`src/rtl/mrtu_pkg.sv`:
```
package mrtu_pkg;

	// Storage sizes
	localparam int FRAME_BYTES = 256;
	localparam int COIL_DEPTH  = 2048;
	localparam int REG_DEPTH   = 256;

	localparam int FA  = $clog2(FRAME_BYTES);        // frame buffer address
	localparam int NW  = $clog2(FRAME_BYTES + 1);    // frame byte count
	localparam int CA  = $clog2(COIL_DEPTH);
	localparam int RA  = $clog2(REG_DEPTH);
	localparam int CLR_DEPTH = (COIL_DEPTH > REG_DEPTH) ? COIL_DEPTH : REG_DEPTH;
	localparam int CLW = $clog2(CLR_DEPTH);
	localparam int TW  = (NW > 9) ? NW : 9;          // expected frame length compare

	// Header bytes kept aside while a request comes in
	localparam int HDR_BYTES = 7;
	localparam int HIW       = $clog2(HDR_BYTES);

	// Quantity limits
	localparam int QTY_COILS_MAX  = 2000;
	localparam int QTY_REGS_MAX   = 125;
	localparam int QTY_WMULTI_MAX = 123;
	localparam int QW  = $clog2(QTY_COILS_MAX + 1);
	localparam int IW2 = QW + 1;

	localparam int MIN_FRAME  = 4;
	localparam int MIN_WMULTI = 7;

	// Configuration port
	localparam int CFG_IDX_W  = 3;
	localparam int CFG_DATA_W = 16;
	localparam int COIL_CNT_W = 12;
	localparam int REG_CNT_W  = 9;

	localparam logic [CFG_IDX_W-1:0] CFG_STATION_ID = 3'd0;
	localparam logic [CFG_IDX_W-1:0] CFG_COIL_BASE  = 3'd1;
	localparam logic [CFG_IDX_W-1:0] CFG_COIL_COUNT = 3'd2;
	localparam logic [CFG_IDX_W-1:0] CFG_REG_BASE   = 3'd3;
	localparam logic [CFG_IDX_W-1:0] CFG_REG_COUNT  = 3'd4;

	// Input actions
	localparam logic [1:0] ACT_BYTE = 2'd0;
	localparam logic [1:0] ACT_END  = 2'd1;
	localparam logic [1:0] ACT_PULL = 2'd2;

	// Result kinds, verdicts, exceptions
	localparam logic KIND_BYTE    = 1'b0;
	localparam logic KIND_VERDICT = 1'b1;

	localparam logic [1:0] VERD_NORMAL    = 2'd0;
	localparam logic [1:0] VERD_EXCEPTION = 2'd1;
	localparam logic [1:0] VERD_OTHER     = 2'd2;
	localparam logic [1:0] VERD_BAD       = 2'd3;

	localparam logic [1:0] EXC_NONE  = 2'd0;
	localparam logic [1:0] EXC_FUNC  = 2'd1;
	localparam logic [1:0] EXC_ADDR  = 2'd2;
	localparam logic [1:0] EXC_VALUE = 2'd3;

	// Function codes
	localparam logic [7:0] FC_RD_COILS    = 8'd1;
	localparam logic [7:0] FC_RD_DISCRETE = 8'd2;
	localparam logic [7:0] FC_RD_HOLDING  = 8'd3;
	localparam logic [7:0] FC_RD_INPUT    = 8'd4;
	localparam logic [7:0] FC_WR_COIL     = 8'd5;
	localparam logic [7:0] FC_WR_REG      = 8'd6;
	localparam logic [7:0] FC_WR_MULTI    = 8'd16;
	localparam logic [7:0] FC_EXC_FLAG    = 8'h80;

	localparam logic [15:0] COIL_ON  = 16'hFF00;
	localparam logic [15:0] COIL_OFF = 16'h0000;

	localparam logic [15:0] CRC_INIT = 16'hFFFF;
	localparam logic [15:0] CRC_POLY = 16'hA001;

	// Response path chosen at frame end
	typedef enum logic [2:0] {
		PATH_DROP,
		PATH_EXC,
		PATH_RD_COIL,
		PATH_RD_REG,
		PATH_WR_COIL,
		PATH_WR_REG,
		PATH_WR_MULTI
	} path_t;

	// Datapath operations
	typedef enum logic [4:0] {
		OP_NONE,
		OP_CLEAR,
		OP_RX,
		OP_EVAL,
		OP_WCOIL,
		OP_WREG,
		OP_WRDH,
		OP_WRDL,
		OP_WWR,
		OP_HDR,
		OP_CRD,
		OP_CACC,
		OP_CEMIT,
		OP_RRD,
		OP_RHI,
		OP_RLO,
		OP_CRCL,
		OP_CRCH,
		OP_VERD,
		OP_PRD,
		OP_POUT
	} op_t;

	typedef struct packed {
		op_t op;
	} cmd_t;

	typedef struct packed {
		logic  clr_last;
		logic  hdr_last;
		logic  last_item;
		logic  all_done;
		logic  byte_end;
		logic  out_free;
		logic  pull_avail;
		path_t path;
	} status_t;

	function automatic logic [15:0] crc16_upd(input logic [15:0] crc, input logic [7:0] b);
		logic [15:0] c;
		c = crc ^ {8'h00, b};
		for (int k = 0; k < 8; k++) begin
			c = c[0] ? ((c >> 1) ^ CRC_POLY) : (c >> 1);
		end
		return c;
	endfunction

	// Range lies inside the window from base and does not pass the top of the address space
	function automatic logic range_ok(input logic [15:0] a, input logic [15:0] q,
			input logic [15:0] base, input logic [16:0] lim);
		logic [16:0] end_abs;
		logic [16:0] end_rel;
		end_abs = {1'b0, a} + {1'b0, q};
		end_rel = {1'b0, a - base} + {1'b0, q};
		return (a >= base) && (end_abs <= 17'h10000) && (end_rel <= lim);
	endfunction

endpackage

```
`src/rtl/mrtu_ctrl.sv`:
```
module mrtu_ctrl import mrtu_pkg::*; (
	input  logic    clk,
	input  logic    arst_n,
	input  logic    in_fire,
	input  logic [1:0] action,
	input  status_t st,
	output logic    in_ready,
	output cmd_t    cmd
);

	typedef enum logic [4:0] {
		S_CLEAR, S_IDLE, S_RX, S_EVAL, S_DISP,
		S_WCOIL, S_WREG, S_WRDH, S_WRDL, S_WWR,
		S_HDR, S_CRD, S_CACC, S_CEMIT, S_RRD, S_RHI, S_RLO,
		S_CRCL, S_CRCH, S_VERD, S_PRD, S_POUT
	} state_t;

	state_t state_q, state_d;

	function automatic op_t op_of(input state_t s);
		case (s)
			S_CLEAR: return OP_CLEAR;
			S_RX:    return OP_RX;
			S_EVAL:  return OP_EVAL;
			S_WCOIL: return OP_WCOIL;
			S_WREG:  return OP_WREG;
			S_WRDH:  return OP_WRDH;
			S_WRDL:  return OP_WRDL;
			S_WWR:   return OP_WWR;
			S_HDR:   return OP_HDR;
			S_CRD:   return OP_CRD;
			S_CACC:  return OP_CACC;
			S_CEMIT: return OP_CEMIT;
			S_RRD:   return OP_RRD;
			S_RHI:   return OP_RHI;
			S_RLO:   return OP_RLO;
			S_CRCL:  return OP_CRCL;
			S_CRCH:  return OP_CRCH;
			S_VERD:  return OP_VERD;
			S_PRD:   return OP_PRD;
			S_POUT:  return OP_POUT;
			default: return OP_NONE;
		endcase
	endfunction

	assign in_ready = (state_q == S_IDLE);

	always_comb begin
		state_d = state_q;
		case (state_q)
			S_CLEAR: if (st.clr_last) state_d = S_IDLE;
			S_IDLE: begin
				if (in_fire) begin
					case (action)
						ACT_BYTE: state_d = S_RX;
						ACT_END:  state_d = S_EVAL;
						ACT_PULL: state_d = st.pull_avail ? S_PRD : S_IDLE;
						default:  state_d = S_IDLE;
					endcase
				end
			end
			S_RX:   state_d = S_IDLE;
			S_EVAL: state_d = S_DISP;
			S_DISP: begin
				case (st.path)
					PATH_DROP:     state_d = S_VERD;
					PATH_WR_COIL:  state_d = S_WCOIL;
					PATH_WR_REG:   state_d = S_WREG;
					PATH_WR_MULTI: state_d = S_WRDH;
					default:       state_d = S_HDR;
				endcase
			end
			S_WCOIL: state_d = S_HDR;
			S_WREG:  state_d = S_HDR;
			S_WRDH:  state_d = S_WRDL;
			S_WRDL:  state_d = S_WWR;
			S_WWR:   state_d = st.last_item ? S_HDR : S_WRDH;
			S_HDR: begin
				if (st.hdr_last) begin
					case (st.path)
						PATH_RD_COIL: state_d = S_CRD;
						PATH_RD_REG:  state_d = S_RRD;
						default:      state_d = S_CRCL;
					endcase
				end
			end
			S_CRD:   state_d = S_CACC;
			S_CACC:  state_d = st.byte_end ? S_CEMIT : S_CRD;
			S_CEMIT: state_d = st.all_done ? S_CRCL : S_CRD;
			S_RRD:   state_d = S_RHI;
			S_RHI:   state_d = S_RLO;
			S_RLO:   state_d = st.last_item ? S_CRCL : S_RRD;
			S_CRCL:  state_d = S_CRCH;
			S_CRCH:  state_d = S_VERD;
			S_VERD:  if (st.out_free) state_d = S_IDLE;
			S_PRD:   state_d = S_POUT;
			S_POUT:  if (st.out_free) state_d = S_IDLE;
			default: state_d = S_IDLE;
		endcase
	end

	always_ff @(posedge clk or negedge arst_n) begin
		if (!arst_n) begin
			state_q <= S_CLEAR;
			cmd.op  <= OP_CLEAR;
		end else begin
			state_q <= state_d;
			cmd.op  <= op_of(state_d);
		end
	end

endmodule

```
`config.mk`:
```
export PLATFORM = sky130hd
export DESIGN_NAME = mrtu_ctrl
export DESIGN_NICKNAME = d
export VERILOG_FILES = /design/src/rtl/mrtu_pkg.sv /design/src/rtl/mrtu_ctrl.sv
export SDC_FILE = /design/constraint.sdc
export NUM_CORES = 1
export LEC_CHECK = 0
export BUFFER_PORTS_ARGS = -buffer_cell sky130_fd_sc_hd__buf_2
export CAP_MARGIN = 0
export CORE_ASPECT_RATIO = 0.8
export CORE_MARGIN = 3
export CORE_UTILIZATION = 30
export DETAILED_ROUTE_END_ITERATION = 10
export PLACE_DENSITY_LB_ADDON = 0.2
export SYNTH_ARGS = -nofsm -noshare
export SYNTH_HDL_FRONTEND = slang
export SYNTH_SLANG_ARGS = --single-unit
export TNS_END_PERCENT = 10
```
`constraint.sdc`:
```
create_clock -name clk -period 4 [get_ports clk]
set_input_delay 0.4 -clock clk [delete_from_list [all_inputs] [get_ports clk]]
set_output_delay 0.4 -clock clk [all_outputs]
set_load 0.005 [all_outputs]
```
==> results.md, run 1 <==
* Diodes inserted at 0
* Max transition margin at 51.1%
* Setup ws final at 1.25 ns
* Clk root buf: clkbuf_8
* Hold Buf Count CTS at 0
* TritonCTS buffer count at 3
* Commonest cells in the netlist: 11 x inv_1, 10 x nor2_1, 9 x dfrtp_1, 7 x a21oi_1, 6 x nor2b_1
* Final hold viol count at 0
* Final Skew at 0.000761 ns
* Total number of vias at 1175
* Drt pass-1 iters at 4
* Drt initial violations at roughly 110
* Pre-CTS setup slack at 1.26 ns
* Gr ovfl total at 0
* CTS tree: yes
* GRT Total Usage at a little over an eighth
* Vias in the first global route at approximately 1100
* Fin crit share at 68.7%
* Largest net degree at the start of global routing at 27
* P&R area growth vs syn at 13.6%
* Die W at 76.3 um
* Register-to-register setup slack at 1.25 ns
* Maximum root-to-sink buffer count at 2
* Floorplan core area at 0.00361 sq mm
* CP Class: reg2reg
* Nets at 179
* Number of antenna violations at the first check in global routing at 0
* Unrepaired setup endpoints after global routing: no
* Final Setup Violations at 0
* Vert. Die Dim at 62.2 um
* Worst hold slack at approximately 0.012 ns
* Hold Crit Class: in2async
* Period minus WS final at 2.75 ns
* FP Rows at 19
* Post-synth EDFFs at 0
* Synth area leader: dfrtp_1
* Fillers at 389
* GP Congestion at 0.902
* Count leader, synth: inv_1
* Share of cells above drive strength 1 at a little under a quarter
* Power Density at 929 mW/mm^2
* Clock Sinks at 10
* H-tree lvl count at 1
* P_leak at 0.601 nW
* Drt total wl at 3090 um
* CP Launch Type: register
* Max frequency at 364 MHz
* Least-Margin Pin Slew at 0.733 ns
* Worst vdd ir at 336 uV
* CP most frequent cell: inv_1
* DRT antenna net count at 0
* Cts repair resizes at 0
* Routed wire length per instance at around 15 um
* Via/cell ratio at around 5.6
* First-pass GRT wire length at 5110 um
* Dpl cells at approximately 210
* Max stage delay on crit path at 0.64 ns
* Mapped Nets at 163
* Worst-Skew Late Latency at roughly 0.23 ns
* Critical Path RT at about 4.2 ns
* Avg Cell Area, Syn at 8.29 sq um
* Result of the run: finished, final reports clean
* Non-filler cells, final at 210
* Initial core utilization at 32.8%
* Number of port buffers at 20
* Overall power at roughly 1.3 mW
* Yosys reg bits at 10
* Ys flop type: dfrtp_1
* CP Cell Sequence: or3_4 > a211oi_1 > a311oi_1 > nand4_1 > inv_1 > ha_1 > inv_1 > nor4_1 > o211a_1 > nor3_2
* Crit Path Max Fanout at 26
* YS warnings at 0
* DP HPWL at ~2400 um
* Num ports at 21
* Max-capacitance violation count at 0
* Top cell type's share of synthesized area at a little under a fifth
* Crit end category: register
* Sequential share of the synthesized area at 21.2%
* Die area at 0.00475 sq mm
* Setup Fix Bufs, Post-CTS at 0
* CP arrival at 2.91 ns
* Synth Instances at around 140
* Worst-path clk slew at 0.05 ns
* Slew Limit Fails at 0
* Synth Cell Area at 0.00119 sq mm
* Critical path's slowest cell: dfrtp_1
* Post-synth cell types at 58
* Ys async rst share at 100%
* Post-route setup TNS at 0 ns
* Remaining DRCs at 0
* Top area cells in the synthesized netlist: dfrtp_1 19%, ha_1 5.3%, mux2i_1 4.2%
-- cell type report --
class | instances | area (sq um) | area share [%]
multi-input combinational | 111 | 818 | 60.7
timing repair buffer | 21 | 108 | 7.99
tap | 52 | 65.1 | 4.83
clock buffer | 4 | 55.1 | 4.09
sequential | 10 | 251 | 18.7
inverter | 12 | 50.0 | 3.71
-- worst max-delay path: cells and delay by family (launching register included) --
kind,cells,cell delay [ns]
adders and majority gates,1,0.28
DFF,1,0.64
buffers and inverters,2,0.16
and+or+nand+nor,4,1.03
AOI/OAI and AO/OA,3,0.55
-- logic make-up (layout without fill, tap and decap cells) --
group / after synthesis / after routing / synth area share [%]
buffers and inverters: 22 / 37 / 9.81
adder cells (fa/ha/maj): 5 / 5 / 5.27
AND/OR/NAND/NOR: 51 / 51 / 26.6
AO/OA/AOI/OAI: 49 / 49 / 32.2
XOR/XNOR: 1 / 1 / 0.739
multiplexers: 5 / 5 / 4.22
flip-flops: 10 / 10 / 21.2
-- registers in the layout (all words and copies together), names as in the netlist --
register	count
cmd	5
state_q	5
-- final timing paths --
path	start	endpoint	cells after the start
hold reg to reg	state_q[4]	state_q[1]	2
min in group clk	in_fire	state_q[1]	3
setup / recovery	state_q[0]	cmd[0]	10
hold / removal	arst_n	state_q[2]	1
max in group asynchronous	arst_n	cmd[0]	1
setup reg to reg	state_q[0]	cmd[0]	10
-- layout by cell type (no fill, tap or decap), types with 2 or more instances in the layout --
cell type and count:
nand3b_1 2, nand2b_1 2, a32oi_1 5, inv_1 11, o31ai_1 2, a21o_1 3, nor3_1 3, ha_1 5
nand4_1 4, o21ai_0 4, dfrtp_1 9, nor4_1 3, nor2b_1 6, o221ai_1 2, buf_2 20, o211a_1 3
a211oi_2 3, a211oi_1 2, nand3_1 4, a21oi_1 7, mux2i_1 5, nor2_1 10, clkbuf_8 4, nand2_1 3
a31oi_1 3, nor3b_1 2
-- power breakdown --
group	total (mW)	switching (mW)	internal [mW]	leakage, nW
sequential	0.279	0.121	0.157	0.122
clock	0.125	0.0386	0.0864	0.0288
combinational	0.848	0.467	0.381	0.450
-- routing by layer --
metal  global-route usage [%]  wire length, um  vias up
li1                         -                -      577
met1                     17.3             1470      566
met2                     20.9             1440       26
met3                     3.76              144        6
met4                     3.39               36        0
met5                        0                0        -
-- stage by stage --
| stage | util, % | cell area (sq um) |
|---|---|---|
| floorplan | - | 1190 |
| global placement | 35.8 | 1290 |
| detailed placement | 35.8 | 1290 |
| CTS | 37.3 | 1350 |
| global route | 37.3 | 1350 |
| finish | 37.3 | 1350 |
Note: power is estimated with default switching activity, not from simulation.
==> inputs of run 2 (changes only) <==
==> constraint.sdc (replaced) <==
create_clock -name clk -period 2.33 [get_ports clk]
set_input_delay 0.233 -clock clk [delete_from_list [all_inputs] [get_ports clk]]
set_output_delay 0.233 -clock clk [all_outputs]
set_load 0.005 [all_outputs]
==> run 2 against run 1 <==
Net effect:
- cell count rose by 12%
- critical path depth did not move
- setup slack got worse by 1.1 ns
- die area did not move
- core utilization rose by 7.3 points
- sequential share of layout area fell by 2.8 points
- combinational power rose by 140%
- critical path type unchanged
==> results.md, run 2 (same netlist as run 1, synthesis figures left out) <==
* Maximum root-to-sink buffer count at 2 (unchanged)
* Largest net degree at the start of global routing at 12 (-56%)
* Drt total wl at 3550 um (+15%)
* Hold Crit Class: in2async
* CP most frequent cell: inv_1
* Worst-path clk slew at 0.05 ns (about the same)
* CP arrival at 2.37 ns (-0.54 ns)
* Num ports at 21 (unchanged)
* Met2 global-route usage at 22.0% (+1.1 points)
* DP HPWL at 2860 um (+18%)
* Clk network pwr share at 8.1% (-1.9 points)
* Share of cells above drive strength 1 at 40.4% (+18 points)
* Crit end category: register
* Clock Sinks at 10 (unchanged)
* P_leak at 0.728 nW (+21%)
* Most common cell after layout, fill and taps aside: buf_4
* Sw Pwr at 1.22 mW (+95%)
* P&R area growth vs syn at 36.0%
* GRT Total Usage at 14.5% (+1.4 points)
* Design Area, Final at 0.00161 sq mm (+20%)
* Nets at 204 (+14%)
* Setup ws final at 0.116 ns (-1.14 ns)
* CP Launch Type: register
* Critical Path RT at 2.49 ns (-1.67 ns)
* Worst-Skew Late Latency at 0.23 ns (about the same)
* Critical path's slowest cell: dfrtp_2
* Worst vdd ir at 672 uV (+100%)
* Sw Ratio at 46.3% (-3.7 points)
* Final hold viol count at 0 (unchanged)
* Worst hold slack at 0.386 ns (+0.375 ns)
* Post-route setup TNS at 0 ns (unchanged)
* Diodes inserted at 0 (unchanged)
* Power share of the combinational group at 77.7% (+9.9 points)
* Die area at 0.00475 sq mm (unchanged)
* Post-DP Area at 0.00148 sq mm (+15%)
* Slew Limit Fails at 0 (unchanged)
* Total number of vias at 1268 (+7.9%)
* Floorplan core area at 0.00361 sq mm (unchanged)
* Crit Path Max Fanout at 5 (-81%)
* CTS tree: yes
* Pre-CTS setup slack at -0.00563 ns (-1.26 ns)
* Overall power at 2.63 mW (+110%)
* Max-capacitance violation count at 0 (unchanged)
* DRT antenna net count at 0 (unchanged)
* H-tree lvl count at 1 (unchanged)
* GRT met1 Usage at 21.3% (+4.0 points)
* Busiest layer in global routing: met2
* Drt pass-1 iters at 4 (unchanged)
* Unrepaired setup endpoints after global routing: yes
* Least-Margin Pin Slew at 0.370 ns (-0.363 ns)
* Gr ovfl total at 0 (unchanged)
* Fin crit share at 95.0% (+26 points)
* Max transition margin at 74.7% (+24 points)
* CP Class: reg2reg
* Routed wire length per instance at 15.1 um (+2.7%)
* Commonest non-fill, non-tap cells in the layout: 24 x buf_4, 20 x buf_2, 11 x inv_1, 9 x nor2_1
* WP buf/inv at 2 (unchanged)
* Vias in the first global route at 1166 (+9.5%)
* Result of the run: finished, final reports clean
* Register share of total power at 14.2% (-8.1 points)
* FP Rows at 19 (unchanged)
* CP top delay family: simple AND/OR/NAND/NOR gates
* Final Skew at 0.00255 ns (+0.00179 ns)
* Remaining DRCs at 0 (unchanged)
* Biggest regs: cmd (5), state_q (5)
* P_int at 1.41 mW (+130%)
* First-pass GRT wire length at 5710 um (+12%)
* GP Congestion at 0.902 (about the same)
* TritonCTS buffer count at 3 (unchanged)
* CP Cell Sequence: or3_4 > a211oi_4 > a311oi_2 > nand4_1 > inv_1 > ha_1 > inv_1 > nor4_2 > o211a_1 > nor3_2
* Max stage delay on crit path at 0.44 ns (-0.20 ns)
* Period minus WS final at 2.21 ns (-0.534 ns)
* Final Setup Violations at 0 (unchanged)
* Met3 usage at 3.18% (-0.58 points)
* Vert. Die Dim at 62.2 um (unchanged)
* Number of antenna violations at the first check in global routing at 0 (unchanged)
* Max frequency at 452 MHz (+24%)
* Die W at 76.3 um (unchanged)
* Via/cell ratio at 5.40 (-3.6%)
* Drt initial violations at 112 (+4.7%)
* Power Density at 1630 mW/mm^2 (+76%)
* Initial core utilization at 32.8% (unchanged)
* Clk root buf: clkbuf_8
* Number of port buffers at 20 (unchanged)
run 2: layer usage:
layer,up-vias,wire length [um]
met5,-,0
met2,33,1690
li1,630,-
met1,603,1650
met4,0,14
met3,2,185
run 2: what timing repair did:
action                                  4_1_cts  5_1_grt
setup buffers                                 0        1
hold endpoints to repair                      9        0
hold buffers                                  1        0
resized for setup                             2       13
pin swaps                                     0        6
endpoints found under the setup margin        1        3
run 2: worst paths after layout:
| path | from | endpoint | cells after the start | slack, ns |
|---|---|---|---|---|
| max in group asynchronous | arst_n | cmd[0] | 2 | 1.69 |
| setup / recovery | state_q[4] | cmd[0] | 10 | 0.12 |
| hold reg to reg | state_q[0] | state_q[1] | 5 | 0.92 |
| setup reg to reg | state_q[4] | cmd[0] | 10 | 0.12 |
| hold / removal | arst_n | cmd[3] | 2 | 0.39 |
| min in group clk | in_fire | state_q[1] | 4 | 0.48 |
run 2: layout make-up:
class	instances	area, sq um
clock buffers	4	55.1
fillers	374	2000
inverters	12	50.0
multi-input cells	111	885
flip-flops and latches	10	256
well taps	52	65.1
repair buffers	46	302
run 2: stage by stage:
step / instances / util (%)
6_report: 235 / 44.6
5_1_grt: 235 / 44.6
4_1_cts: 234 / 42.9
3_5_place_dp: 229 / 41.0
3_3_place_gp: 229 / 41.0
2_1_floorplan: 143 / -
run 2: worst register-to-register path: cells and delay by family, from the launching register on:
kind                     cells  cell delay (ns)
AO/OA/AOI/OAI                3             0.48
AND/OR/NAND/NOR              4             0.82
adder cells (fa/ha/maj)      1             0.27
buffers and inverters        2             0.11
flip-flops                   1             0.44
run 2: power groups by stage:
stage	Combinational, mW	Sequential (mW)	Clock [mW]
4_1_cts	1.97	0.365	0.221
3_3_place_gp	1.94	0.367	0
5_1_grt	2.25	0.393	0.233
2_1_floorplan	1.37	0.318	0
6_report	2.05	0.374	0.214
3_5_place_dp	1.95	0.364	0
